<file path="config.mk">
export PLATFORM = sky130hd
export DESIGN_NAME = least_squares_line_fit_unit
export DESIGN_NICKNAME = d
export VERILOG_FILES = /design/src/design/lslf_pkg.sv /design/src/design/lslf_mul.sv /design/src/design/lslf_div.sv /design/src/design/lslf_dp.sv /design/src/design/lslf_ctrl.sv /design/src/design/least_squares_line_fit_unit.sv
export SDC_FILE = /design/constraint.sdc
export NUM_CORES = 2
export LEC_CHECK = 0
export ABC_AREA = 1
export BUFFER_PORTS_ARGS = -buffer_cell sky130_fd_sc_hd__buf_2
export CAP_MARGIN = 10
export CORE_MARGIN = 2
export CORE_UTILIZATION = 40
export CTS_CLUSTER_SIZE = 16
export DETAILED_ROUTE_END_ITERATION = 16
export MAX_ROUTING_LAYER = met4
export PLACE_DENSITY = 0.65
export RECOVER_POWER = 50
export SYNTH_ARGS = -nofsm -noshare
export SYNTH_HDL_FRONTEND = slang
export SYNTH_HIERARCHICAL = 1
export SYNTH_SLANG_ARGS = --single-unit
</file>
<file path="constraint.sdc">
create_clock -name aclk -period 9.7 [get_ports aclk]
set_clock_uncertainty 0.2 [all_clocks]
set_input_delay 1.94 -clock aclk [delete_from_list [all_inputs] [get_ports aclk]]
set_output_delay 1.94 -clock aclk [all_outputs]
set_load 0.02 [all_outputs]
</file>
<file path="src/design/lslf_pkg.sv">
// Package with the shared types and constants of the line-fit unit.
`timescale 1ns / 1ps

package lslf_pkg;

    localparam int DEF_MAX_POINTS = 256;
    localparam int COORD_W        = 16;
    localparam int RES_W          = 32;
    localparam int PTS_W          = 9;
    localparam int FRAC_SHIFT_M   = 16;
    localparam int FRAC_SHIFT_B   = 8;

    localparam logic [RES_W-1:0] SAT_NEG = {1'b1, {(RES_W-1){1'b0}}};
    localparam logic [RES_W-1:0] SAT_POS = {1'b0, {(RES_W-1){1'b1}}};

    typedef struct packed {
        logic signed [COORD_W-1:0] point_x;
        logic signed [COORD_W-1:0] point_y;
        logic                      last_point;
    } lslf_in_t;

    typedef struct packed {
        logic signed [RES_W-1:0] slope;
        logic signed [RES_W-1:0] intercept;
        logic                    singular;
        logic [PTS_W-1:0]        points_used;
    } lslf_out_t;

    // Operand pairs fed to the shared multiplier.
    typedef enum logic [2:0] {
        MP_N_SXX,
        MP_SX_SX,
        MP_N_SXY,
        MP_SX_SY,
        MP_SXX_SY,
        MP_SX_SXY
    } mul_pair_t;

    // Where a finished product goes.
    typedef enum logic [1:0] {
        PD_TMP,
        PD_DET,
        PD_NUM_M,
        PD_NUM_B
    } prod_dst_t;

    typedef struct packed {
        logic      mul_start;
        mul_pair_t mul_pair;
        prod_dst_t prod_dst;
        logic      div_start;
        logic      quot_to_slope;
        logic      out_load;
    } lslf_cmd_t;

    typedef struct packed {
        logic mul_done;
        logic div_done;
        logic det_zero;
    } lslf_sts_t;

    localparam lslf_cmd_t CMD_IDLE = '{
        mul_start:     1'b0,
        mul_pair:      MP_N_SXX,
        prod_dst:      PD_TMP,
        div_start:     1'b0,
        quot_to_slope: 1'b0,
        out_load:      1'b0
    };

endpackage

</file>
<file path="src/design/lslf_mul.sv">
// Shift-add signed multiplier, one multiplier bit per cycle.
`timescale 1ns / 1ps

module lslf_mul #(
    parameter int A_W = 40,
    parameter int B_W = 24
) (
    input  logic                      aclk,
    input  logic                      aresetn,
    input  logic                      start,
    input  logic signed [A_W-1:0]     op_a,
    input  logic signed [B_W-1:0]     op_b,
    output logic                      done,
    output logic signed [A_W+B_W-1:0] product
);

    localparam int P_W = A_W + B_W;
    localparam int C_W = $clog2(B_W + 1);

    logic               busy_reg;
    logic               done_reg;
    logic [C_W-1:0]     cnt_reg;
    logic [P_W-1:0]     a_sh_reg;
    logic [B_W-1:0]     b_sh_reg;
    logic [P_W-1:0]     acc_reg;
    logic               neg_reg;
    logic signed [P_W-1:0] prod_reg;

    logic [A_W-1:0] a_mag;
    logic [B_W-1:0] b_mag;

    assign a_mag = op_a[A_W-1] ? (~unsigned'(op_a) + A_W'(1)) : unsigned'(op_a);
    assign b_mag = op_b[B_W-1] ? (~unsigned'(op_b) + B_W'(1)) : unsigned'(op_b);

    always_ff @(posedge aclk) begin
        if (!aresetn) begin
            busy_reg <= 1'b0;
            done_reg <= 1'b0;
            cnt_reg  <= '0;
        end else begin
            done_reg <= 1'b0;
            if (start) begin
                busy_reg <= 1'b1;
                cnt_reg  <= C_W'(B_W);
            end else if (busy_reg) begin
                if (cnt_reg != '0) begin
                    cnt_reg <= cnt_reg - C_W'(1);
                end else begin
                    busy_reg <= 1'b0;
                    done_reg <= 1'b1;
                end
            end
        end
    end

    always_ff @(posedge aclk) begin
        if (start) begin
            a_sh_reg <= P_W'(a_mag);
            b_sh_reg <= b_mag;
            acc_reg  <= '0;
            neg_reg  <= op_a[A_W-1] ^ op_b[B_W-1];
        end else if (busy_reg && (cnt_reg != '0)) begin
            if (b_sh_reg[0]) begin
                acc_reg <= acc_reg + a_sh_reg;
            end
            a_sh_reg <= a_sh_reg << 1;
            b_sh_reg <= b_sh_reg >> 1;
        end else if (busy_reg) begin
            // apply the sign once the magnitude is complete
            prod_reg <= neg_reg ? $signed(~acc_reg + P_W'(1)) : $signed(acc_reg);
        end
    end

    assign done    = done_reg;
    assign product = prod_reg;

endmodule

</file>
<file path="src/design/lslf_div.sv">
// Restoring divider, one quotient bit per cycle, saturated to the result width.
`timescale 1ns / 1ps

module lslf_div
    import lslf_pkg::*;
#(
    parameter int N_W = 81,
    parameter int D_W = 64
) (
    input  logic                   aclk,
    input  logic                   aresetn,
    input  logic                   start,
    input  logic signed [N_W-1:0]  num,
    input  logic [D_W-1:0]         den,
    output logic                   done,
    output logic [RES_W-1:0]       quot
);

    localparam int C_W = $clog2(N_W + 1);

    logic             busy_reg;
    logic             done_reg;
    logic [C_W-1:0]   cnt_reg;
    logic [N_W-1:0]   q_reg;
    logic [D_W-1:0]   rem_reg;
    logic [D_W-1:0]   den_reg;
    logic             neg_reg;
    logic [RES_W-1:0] quot_reg;

    logic [N_W-1:0]   num_mag;
    logic [D_W:0]     trial;
    logic [D_W:0]     trial_sub;
    logic             trial_ge;
    logic [D_W-1:0]   rem_next;
    logic [RES_W-1:0] q_low;
    logic             q_ovf;

    assign num_mag   = num[N_W-1] ? (~unsigned'(num) + N_W'(1)) : unsigned'(num);
    assign trial     = {rem_reg, q_reg[N_W-1]};
    assign trial_ge  = trial >= {1'b0, den_reg};
    assign trial_sub = trial - {1'b0, den_reg};
    assign rem_next  = trial_ge ? trial_sub[D_W-1:0] : trial[D_W-1:0];
    assign q_low     = q_reg[RES_W-1:0];
    assign q_ovf     = |q_reg[N_W-1:RES_W-1];

    always_ff @(posedge aclk) begin
        if (!aresetn) begin
            busy_reg <= 1'b0;
            done_reg <= 1'b0;
            cnt_reg  <= '0;
        end else begin
            done_reg <= 1'b0;
            if (start) begin
                busy_reg <= 1'b1;
                cnt_reg  <= C_W'(N_W);
            end else if (busy_reg) begin
                if (cnt_reg != '0) begin
                    cnt_reg <= cnt_reg - C_W'(1);
                end else begin
                    busy_reg <= 1'b0;
                    done_reg <= 1'b1;
                end
            end
        end
    end

    always_ff @(posedge aclk) begin
        if (start) begin
            q_reg   <= num_mag;
            rem_reg <= '0;
            den_reg <= den;
            neg_reg <= num[N_W-1];
        end else if (busy_reg && (cnt_reg != '0)) begin
            rem_reg <= rem_next;
            q_reg   <= {q_reg[N_W-2:0], trial_ge};
        end else if (busy_reg) begin
            if (neg_reg) begin
                quot_reg <= q_ovf ? SAT_NEG : (~q_low + RES_W'(1));
            end else begin
                quot_reg <= q_ovf ? SAT_POS : q_low;
            end
        end
    end

    assign done = done_reg;
    assign quot = quot_reg;

endmodule

</file>
<file path="src/design/lslf_dp.sv">
// Datapath: point sums, shared multiplier and divider, result register.
`timescale 1ns / 1ps

module lslf_dp
    import lslf_pkg::*;
#(
    parameter int MAX_POINTS = DEF_MAX_POINTS
) (
    input  logic      aclk,
    input  logic      aresetn,
    input  logic      in_xfer,
    input  lslf_in_t  in_data,
    input  lslf_cmd_t cmd,
    output lslf_sts_t sts,
    output lslf_out_t out_data
);

    localparam int CNT_W  = $clog2(MAX_POINTS + 1);
    localparam int LOG_M  = $clog2(MAX_POINTS);
    localparam int SUM_W  = COORD_W + LOG_M;
    localparam int SQ_W   = 2 * COORD_W + LOG_M;
    localparam int PROD_W = SQ_W + SUM_W;
    localparam int DIFF_W = PROD_W + 1;
    localparam int NUM_W  = DIFF_W + FRAC_SHIFT_M;
    localparam logic [CNT_W-1:0] CNT_MAX = CNT_W'(MAX_POINTS);

    // input product stage
    logic                        pend_reg;
    logic signed [COORD_W-1:0]   x_reg;
    logic signed [COORD_W-1:0]   y_reg;
    logic signed [2*COORD_W-1:0] xy_reg;
    logic signed [2*COORD_W-1:0] xx_reg;

    // running sums
    logic [CNT_W-1:0]        cnt_reg;
    logic signed [SUM_W-1:0] sx_reg;
    logic signed [SUM_W-1:0] sy_reg;
    logic signed [SQ_W-1:0]  sxy_reg;
    logic signed [SQ_W-1:0]  sxx_reg;

    // solve registers
    logic signed [PROD_W-1:0] tmp_reg;
    logic signed [DIFF_W-1:0] det_reg;
    logic signed [NUM_W-1:0]  num_reg;
    logic [RES_W-1:0]         slope_reg;
    lslf_out_t                out_reg;

    logic signed [SQ_W-1:0]   mul_a;
    logic signed [SUM_W-1:0]  mul_b;
    logic signed [SUM_W-1:0]  n_op;
    logic                     mul_done;
    logic signed [PROD_W-1:0] mul_prod;
    logic signed [DIFF_W-1:0] diff;
    logic                     div_done;
    logic [RES_W-1:0]         div_quot;
    logic                     det_zero;

    always_ff @(posedge aclk) begin
        if (in_xfer) begin
            x_reg  <= in_data.point_x;
            y_reg  <= in_data.point_y;
            xy_reg <= in_data.point_x * in_data.point_y;
            xx_reg <= in_data.point_x * in_data.point_x;
        end
    end

    always_ff @(posedge aclk) begin
        if (!aresetn) begin
            pend_reg <= 1'b0;
            cnt_reg  <= '0;
            sx_reg   <= '0;
            sy_reg   <= '0;
            sxy_reg  <= '0;
            sxx_reg  <= '0;
        end else begin
            pend_reg <= in_xfer;
            if (cmd.out_load) begin
                cnt_reg <= '0;
                sx_reg  <= '0;
                sy_reg  <= '0;
                sxy_reg <= '0;
                sxx_reg <= '0;
            end else if (pend_reg && (cnt_reg < CNT_MAX)) begin
                // drop points beyond the set limit
                cnt_reg <= cnt_reg + CNT_W'(1);
                sx_reg  <= sx_reg + SUM_W'(x_reg);
                sy_reg  <= sy_reg + SUM_W'(y_reg);
                sxy_reg <= sxy_reg + SQ_W'(xy_reg);
                sxx_reg <= sxx_reg + SQ_W'(xx_reg);
            end
        end
    end

    assign n_op = $signed(SUM_W'(cnt_reg));

    always_comb begin
        case (cmd.mul_pair)
            MP_N_SXX: begin
                mul_a = sxx_reg;
                mul_b = n_op;
            end
            MP_SX_SX: begin
                mul_a = SQ_W'(sx_reg);
                mul_b = sx_reg;
            end
            MP_N_SXY: begin
                mul_a = sxy_reg;
                mul_b = n_op;
            end
            MP_SX_SY: begin
                mul_a = SQ_W'(sy_reg);
                mul_b = sx_reg;
            end
            MP_SXX_SY: begin
                mul_a = sxx_reg;
                mul_b = sy_reg;
            end
            MP_SX_SXY: begin
                mul_a = sxy_reg;
                mul_b = sx_reg;
            end
            default: begin
                mul_a = '0;
                mul_b = '0;
            end
        endcase
    end

    lslf_mul #(
        .A_W (SQ_W),
        .B_W (SUM_W)
    ) u_mul (
        .aclk    (aclk),
        .aresetn (aresetn),
        .start   (cmd.mul_start),
        .op_a    (mul_a),
        .op_b    (mul_b),
        .done    (mul_done),
        .product (mul_prod)
    );

    assign diff = DIFF_W'(tmp_reg) - DIFF_W'(mul_prod);

    always_ff @(posedge aclk) begin
        if (mul_done) begin
            case (cmd.prod_dst)
                PD_TMP:   tmp_reg <= mul_prod;
                PD_DET:   det_reg <= diff;
                PD_NUM_M: num_reg <= NUM_W'(diff) <<< FRAC_SHIFT_M;
                PD_NUM_B: num_reg <= NUM_W'(diff) <<< FRAC_SHIFT_B;
                default:  tmp_reg <= mul_prod;
            endcase
        end
    end

    // determinant is never negative, so its low bits are the divisor
    lslf_div #(
        .N_W (NUM_W),
        .D_W (DIFF_W - 1)
    ) u_div (
        .aclk    (aclk),
        .aresetn (aresetn),
        .start   (cmd.div_start),
        .num     (num_reg),
        .den     (unsigned'(det_reg[DIFF_W-2:0])),
        .done    (div_done),
        .quot    (div_quot)
    );

    assign det_zero = (det_reg == '0);

    always_ff @(posedge aclk) begin
        if (div_done && cmd.quot_to_slope) begin
            slope_reg <= div_quot;
        end
        if (cmd.out_load) begin
            out_reg.slope       <= det_zero ? '0 : $signed(slope_reg);
            out_reg.intercept   <= det_zero ? '0 : $signed(div_quot);
            out_reg.singular    <= det_zero;
            out_reg.points_used <= PTS_W'(cnt_reg);
        end
    end

    assign sts.mul_done = mul_done;
    assign sts.div_done = div_done;
    assign sts.det_zero = det_zero;
    assign out_data     = out_reg;

endmodule

</file>
<file path="src/design/lslf_ctrl.sv">
// Controller: sequences accumulation, the normal-equation solve and output.
`timescale 1ns / 1ps

module lslf_ctrl
    import lslf_pkg::*;
(
    input  logic      aclk,
    input  logic      aresetn,
    input  logic      in_xfer,
    input  logic      in_last,
    input  logic      m_ready,
    input  lslf_sts_t sts,
    output logic      s_ready,
    output logic      m_valid,
    output lslf_cmd_t cmd
);

    typedef enum logic [3:0] {
        S_ACC,
        S_DRAIN,
        S_DET0,
        S_DET1,
        S_CHK,
        S_M0,
        S_M1,
        S_DIVM,
        S_B0,
        S_B1,
        S_DIVB,
        S_OUT
    } state_t;

    state_t    state_reg;
    lslf_cmd_t cmd_reg;
    logic      m_valid_reg;

    always_ff @(posedge aclk) begin
        if (!aresetn) begin
            state_reg   <= S_ACC;
            cmd_reg     <= CMD_IDLE;
            m_valid_reg <= 1'b0;
        end else begin
            cmd_reg.mul_start <= 1'b0;
            cmd_reg.div_start <= 1'b0;
            cmd_reg.out_load  <= 1'b0;

            if (cmd_reg.out_load) begin
                m_valid_reg <= 1'b1;
            end else if (m_ready) begin
                m_valid_reg <= 1'b0;
            end

            case (state_reg)
                S_ACC: begin
                    if (in_xfer && in_last) begin
                        state_reg <= S_DRAIN;
                    end
                end
                S_DRAIN: begin
                    state_reg         <= S_DET0;
                    cmd_reg.mul_start <= 1'b1;
                    cmd_reg.mul_pair  <= MP_N_SXX;
                    cmd_reg.prod_dst  <= PD_TMP;
                end
                S_DET0: begin
                    if (sts.mul_done) begin
                        state_reg         <= S_DET1;
                        cmd_reg.mul_start <= 1'b1;
                        cmd_reg.mul_pair  <= MP_SX_SX;
                        cmd_reg.prod_dst  <= PD_DET;
                    end
                end
                S_DET1: begin
                    if (sts.mul_done) begin
                        state_reg <= S_CHK;
                    end
                end
                S_CHK: begin
                    if (sts.det_zero) begin
                        state_reg <= S_OUT;
                    end else begin
                        state_reg         <= S_M0;
                        cmd_reg.mul_start <= 1'b1;
                        cmd_reg.mul_pair  <= MP_N_SXY;
                        cmd_reg.prod_dst  <= PD_TMP;
                    end
                end
                S_M0: begin
                    if (sts.mul_done) begin
                        state_reg         <= S_M1;
                        cmd_reg.mul_start <= 1'b1;
                        cmd_reg.mul_pair  <= MP_SX_SY;
                        cmd_reg.prod_dst  <= PD_NUM_M;
                    end
                end
                S_M1: begin
                    if (sts.mul_done) begin
                        state_reg             <= S_DIVM;
                        cmd_reg.div_start     <= 1'b1;
                        cmd_reg.quot_to_slope <= 1'b1;
                    end
                end
                S_DIVM: begin
                    if (sts.div_done) begin
                        state_reg             <= S_B0;
                        cmd_reg.quot_to_slope <= 1'b0;
                        cmd_reg.mul_start     <= 1'b1;
                        cmd_reg.mul_pair      <= MP_SXX_SY;
                        cmd_reg.prod_dst      <= PD_TMP;
                    end
                end
                S_B0: begin
                    if (sts.mul_done) begin
                        state_reg         <= S_B1;
                        cmd_reg.mul_start <= 1'b1;
                        cmd_reg.mul_pair  <= MP_SX_SXY;
                        cmd_reg.prod_dst  <= PD_NUM_B;
                    end
                end
                S_B1: begin
                    if (sts.mul_done) begin
                        state_reg         <= S_DIVB;
                        cmd_reg.div_start <= 1'b1;
                    end
                end
                S_DIVB: begin
                    if (sts.div_done) begin
                        state_reg <= S_OUT;
                    end
                end
                S_OUT: begin
                    if (!m_valid_reg || m_ready) begin
                        state_reg        <= S_ACC;
                        cmd_reg.out_load <= 1'b1;
                    end
                end
                default: begin
                    state_reg <= S_ACC;
                end
            endcase
        end
    end

    assign s_ready = (state_reg == S_ACC);
    assign m_valid = m_valid_reg;
    assign cmd     = cmd_reg;

endmodule

</file>
<file path="src/design/least_squares_line_fit_unit.sv">
// Top level of the least-squares straight-line fit unit.
`timescale 1ns / 1ps

// Usage:
//   Input channel (s_valid/s_ready/s_data) takes one point per transfer, x and y
//   in signed Q8.8. While a set is being collected s_ready stays high and one
//   point transfers every cycle. Points beyond MAX_POINTS in a set are dropped.
//   The point flagged last_point closes the set; s_ready then drops while the
//   normal equations are solved with one shared shift-add multiplier (six
//   products) and one restoring divider (two quotients), both one bit a cycle.
//   The x and y sums are SUM_W = 16+clog2(MAX_POINTS) bits wide and the divider
//   numerator is NUM_W = 2*SUM_W + 33 bits. A singular set skips the divides
//   and the last four products and goes straight to the output.
//   Result channel (m_valid/m_ready/m_data) carries slope and intercept in
//   signed Q16.16, the singular flag and the point count, from an output
//   register. The next set may stream in while a result waits; if the receiver
//   still stalls when the following solve ends, the unit holds until the
//   pending transfer completes. Reset (aresetn low, synchronous) clears all sums,
//   the count and any pending result.
module least_squares_line_fit_unit
    import lslf_pkg::*;
#(
    parameter int MAX_POINTS = DEF_MAX_POINTS
) (
    input  logic      aclk,
    input  logic      aresetn,
    input  logic      s_valid,
    output logic      s_ready,
    input  lslf_in_t  s_data,
    output logic      m_valid,
    input  logic      m_ready,
    output lslf_out_t m_data
);

    logic      in_xfer;
    lslf_cmd_t cmd;
    lslf_sts_t sts;

    // a point moves on every cycle with valid and ready both high
    assign in_xfer = s_valid && s_ready;

    // sequence the solve; hold the result valid until it transfers
    lslf_ctrl u_ctrl (
        .aclk    (aclk),
        .aresetn (aresetn),
        .in_xfer (in_xfer),
        .in_last (s_data.last_point),
        .m_ready (m_ready),
        .sts     (sts),
        .s_ready (s_ready),
        .m_valid (m_valid),
        .cmd     (cmd)
    );

    // sums, arithmetic units and the result register
    lslf_dp #(
        .MAX_POINTS (MAX_POINTS)
    ) u_dp (
        .aclk     (aclk),
        .aresetn  (aresetn),
        .in_xfer  (in_xfer),
        .in_data  (s_data),
        .cmd      (cmd),
        .sts      (sts),
        .out_data (m_data)
    );

endmodule

</file>
## Word-level counts from Yosys, hierarchy flattened

Index checks and enable logic that the tools add are counted.

- Word-level logic and storage cells: 212
- Output and inout port bits: 76
- Bits in registers: 1039

- Order comparisons: 2
- Bitwise operators: 13
- Multiply operators: 2
- Add/sub/neg operators: 15
- Reductions and logical operators: 48
- Multiplexer cells: 57
- Equal/unequal tests: 30

Operator list:

| cell | count |
|---|---|
| $mux 81 | 3 |
| $pmux 81 s2 | 1 |
| $pmux 40 s4 | 1 |
| $mux 64 | 2 |
| $mux 40 | 3 |
| $mux 32 | 3 |
| $add 81x1->81 const B | 1 |
| $not 81->81 | 1 |
| $add 40x32->40 | 2 |
| $mux 24 | 3 |
| $pmux 24 s3 | 1 |
| $ge 65x64->1 | 1 |
| $logic_not 65->1 | 1 |
| $sub 64x64->65 | 1 |
| $add 64x1->64 const B | 1 |
| $add 64x64->64 | 1 |
| $mul 16x16->32 | 2 |
| $not 64->64 | 1 |
| $sub 64x64->64 | 1 |
| $reduce_or 50->1 | 1 |
| $add 24x16->24 | 2 |
| $pmux 4 s12 | 1 |
| $mux 4 | 11 |
| $add 40x1->40 const B | 1 |
| 45 further kinds | 121 |

## Depth between registers and ports, before layout

- Depth after elaboration: 7
- Gate-level depth with buffers: 26
- Mapped depth without buffers: 25

## Cells and area by module

Netlist, hierarchy kept.

By module, submodules not included:

| module | times used | area an instance (um^2) | seq. area each (um^2) | cells each |
|---|---|---|---|---|
| lslf_dp | 1 | 54006.8 | 14834.2 | 7085 |
| lslf_div | 1 | 20223.1 | 6806.5 | 3087 |
| lslf_mul | 1 | 17500.5 | 5775.5 | 2728 |
| lslf_ctrl | 1 | 799.5 | 280.3 | 124 |
| least_squares_line_fit_unit | 1 | 7.5 | 0.0 | 2 |

## Least setup slack after synthesis

No wires, ideal clock.

- Kind: input-to-reg
- From: input port s_data[32] (netlist bit)
- To: register u_dp.xx_reg[31], data pin
- Data arrival time: 7.469 ns
- Path slack: 1.779 ns
- Required time: 9.247 ns
- Library setup time: 0.253 ns
- Cell stages on the path: 21
- Cells stage by stage: clkbuf_1 clkbuf_1 nand2_1 fa_1 inv_1 fa_1 fa_1 fa_1 inv_1 fa_1 fa_1 inv_1 ha_1 nand2_1 nor2_1 nand2_1 or2_2 nand3_1 nand2_1 inv_1 nor2_1

- Word-level cells in the longest chain between the ends: 1

RTL lines:

| item | line | text |
|---|---|---|
| start: declaration | least_squares_line_fit_unit.sv:29 | `input lslf_in_t s_data,` |
| $mul 16x16->32 | lslf_dp.sv:63 | `xx_reg <= in_data.point_x * in_data.point_x;` |
| end signal: assignment | lslf_dp.sv:63 |  |
| end: declaration | lslf_dp.sv:32 | `logic signed [2*COORD_W-1:0] xx_reg;` |

Every way passes these cells.
A chain may end at the register's enable or synchronous reset.

## Worst setup path after layout

- From: input port s_data[26] (netlist bit)
- To: register u_dp.xx_reg[26], data pin

The elaborated chain is that of the path after synthesis.

==> impl_metrics.tcl <==
set metrics [dict create \
    cp-end-kind "register" \
    worstMarginPinSlew_ns 3.92 \
    clock_latency_ns 0.79 \
    cts_tree "done" \
    top_usage_layer "met2" \
    die_h_um 485 \
    root_buffer "clkbuf_16" \
    rsz0062_at_grt "false" \
    drc 0 \
    utilization_pct 43.5 \
    syn_to_final_growth_pct 8.00 \
    hold_path.startpoint "u_dp/u_mul/product[13]" \
    cts.path.max_buffers 3 \
    fp.coreArea_mm2 0.230 \
    clk_pin_slew_ns 0.07 \
    gr-usage-met2_pct 41.2 \
    hpwlAfterDp_mm 238 \
    worstReg2RegStart "u_ctrl/cmd[2]" \
    htreeDepth 3 \
    crit_type "primary input to register" \
    vias_per_cell 4.96 \
    worstPathArrival_ns 8.71 \
    ys_warn_count 6 \
    overflow 0 \
    grt_max_degree 88 \
    grt_pass1_wl_mm 450 \
    final_cells 16200 \
    multiInputGateArea_mm2 0.0529 \
    nets 14100 \
    place_inst 15900 \
    yosysUniqueCellTypes 70 \
    grtUsageMet1_pct 32.5 \
    globalplace.congestion 1.02 \
    maxSlewHeadroom_pct -161 \
    cp_max_fo 34 \
    hold_slack_ns 0.230 \
    p_leak_uw 0.0511 \
    vias 80200 \
    fin_tns_setup_ns 0 \
    first_pass_iters 6 \
    row_count 176 \
    status "finished with violations" \
    max_freq_ghz 0.119 \
    grt_pass1_vias 78200 \
    whs_path_depth 0 \
    peakVddDrop_uv 451 \
    ys_seq_elements 1029 \
    ff_latch_area_mm2 0.0277 \
    dieArea_mm2 0.235 \
    synth-edff-count 709 \
    whs_endpoint "u_dp/tmp_reg[13]" \
    synth.most_common_cell "nand2_1" \
    numCtsBuffers 113 \
    fin_crit_sh_pct 86.3 \
    antenna_found_initial 6 \
    drive_gt1_share_pct 4.09 \
    cts_resized 0 \
    met3_usage_pct 2.67 \
    fillCellCount 24000 \
    io_pins 113 \
    post-cts-setup-buffers 0 \
    drv_cap 27 \
    synth_top_area_share_pct 23.0 \
    synthesis.instances 13000 \
    ys.flop_type "edfxtp_1" \
    synthTopCellsByArea "edfxtp_1, nand2_1, inv_1" \
    ant_nets 0 \
    cts.sinks 1029 \
    track_usage_pct 25.2 \
    finalHoldViolCount 0 \
    reg2reg_depth 6 \
    r2r_end "u_dp/u_div/rem_reg[21]" \
    ctsHoldBuffers 0 \
    maxSlewViolCount 1289 \
    ys_seq_area_share_pct 29.9 \
    first_iter_violations 6313 \
    largest_register_ffs 81 \
    synth_commonest_cells "nand2_1, inv_1, nor2_1, edfxtp_1, nand3_1" \
    r2r_setup_slack_ns 2.93 \
    critPathLaunchType "primary input" \
    avgRoutedWirePerCell_um 18.0 \
    required_ns 10.04 \
    syn_avg_cell_area_um2 7.10 \
    syn_area_mm2 0.0925 \
    start_util_pct 40.3 \
    total_power_uw 33900 \
    failed_checks "max-capacitance violations, max-slew violations" \
    holdCritPathClass "register to register" \
    period_minus_slack_ns 8.37 \
    synth_top_area_cell "edfxtp_1" \
    wirelength_mm 290 \
    setup-violations-final 0 \
    die_x_um 485 \
    port-buffer-count 112 \
    powerDensity_mw_per_mm2 339 \
    synthArstFlopShare_pct 0 \
]
[how the worst max path moves through the flow]
stage | start | endpoint | slack (ns) | cells after the start
global placement | s_data[32] | u_dp/xy_reg[31] | 1.47 | 20
finish | s_data[26] | u_dp/xx_reg[26] | 1.33 | 23
CTS | s_data[32] | u_dp/xy_reg[31] | 2.26 | 20
global route | s_data[26] | u_dp/xx_reg[26] | 0.98 | 23
detailed placement | s_data[32] | u_dp/xy_reg[31] | 1.43 | 20
floorplan | s_data[32] | u_dp/xx_reg[31] | 1.78 | 21
[metrics by stage]
stage	setup WS [ns]	cell area, um2
floorplan	1.78	92600
global placement	1.47	96200
detailed placement	1.43	96200
CTS	2.26	100000
global route	0.983	99900
finish	1.33	99900
[cell type report]
class	count	share of cell area, %
multi-input cells	8899	53.0
clock inverters	81	1.09
clock buffers	133	2.96
flip-flops and latches	1029	27.7
repair buffers	173	0.891
inverters	2819	10.6
well taps	3026	3.79
diodes	1	0.00250
[layout by cell type, fill, tap and decap left out, types with 12 or more instances in the layout]
cell / instances
nor2_2: 60
clkinv_2: 15
a21oi_1: 539
o221ai_1: 26
fa_1: 503
clkinv_1: 31
xor2_1: 312
conb_1: 19
a22oi_1: 12
nor2_1: 1106
nand3b_1: 62
clkbuf_16: 114
bufinv_16: 21
clkbuf_1: 68
and2_1: 37
nand3_2: 19
buf_2: 85
o21bai_1: 52
nor3_1: 97
edfxtp_1: 709
o31ai_1: 28
inv_1: 2763
ha_1: 497
nor2_4: 18
nand4_1: 165
nand2_1: 3751
or2_2: 23
xnor2_1: 98
nand3_1: 652
dfxtp_1: 320
o21ai_0: 488
buf_4: 36
inv_2: 37
a21o_1: 22
nand2_2: 38
nor4_1: 56
o21ai_1: 55
a31oi_1: 51
[layer usage]
metal,share of wire [%],wire (um)
met2,47,135000
met4,3.7,10800
met3,5.4,15700
met1,44,129000
met5,0,0
[where the power goes]
| group | switching (uW) | internal, uW |
|---|---|---|
| registers | 741 | 6340 |
| logic | 14500 | 7630 |
| clock network | 1940 | 2760 |
[kinds of logic (layout without fill, tap and decap cells)]
logic type / count (synthesis) / count (layout) / synth area share (%)
AOI/OAI and AO/OA: 1338 / 1338 / 7.98
adders and majority gates: 1000 / 1000 / 17.6
DFF: 1029 / 1029 / 29.9
other: 1 / 20 / 0.00405
xor gates and xnor gates: 412 / 412 / 3.96
buffers and inverters: 3116 / 3206 / 12.9
and+or+nand+nor: 6130 / 6130 / 27.7
[critical path: stages]
cell and delay, ns:
clkbuf_1 1.53, nand2_1 0.28, fa_1 0.62, inv_1 0.05, fa_1 0.49, inv_1 0.05, fa_1 0.47, inv_1 0.05
fa_1 0.52, fa_1 0.55, inv_1 0.05, fa_1 0.53, inv_1 0.04, ha_1 0.34, nand2_1 0.11, inv_1 0.10
nand2_1 0.07, nor3_1 0.32, nand4_1 0.17, nand3_1 0.18, nand2_1 0.08, nand2_1 0.07, xor2_1 0.06
(Power assumes the default switching activity.)
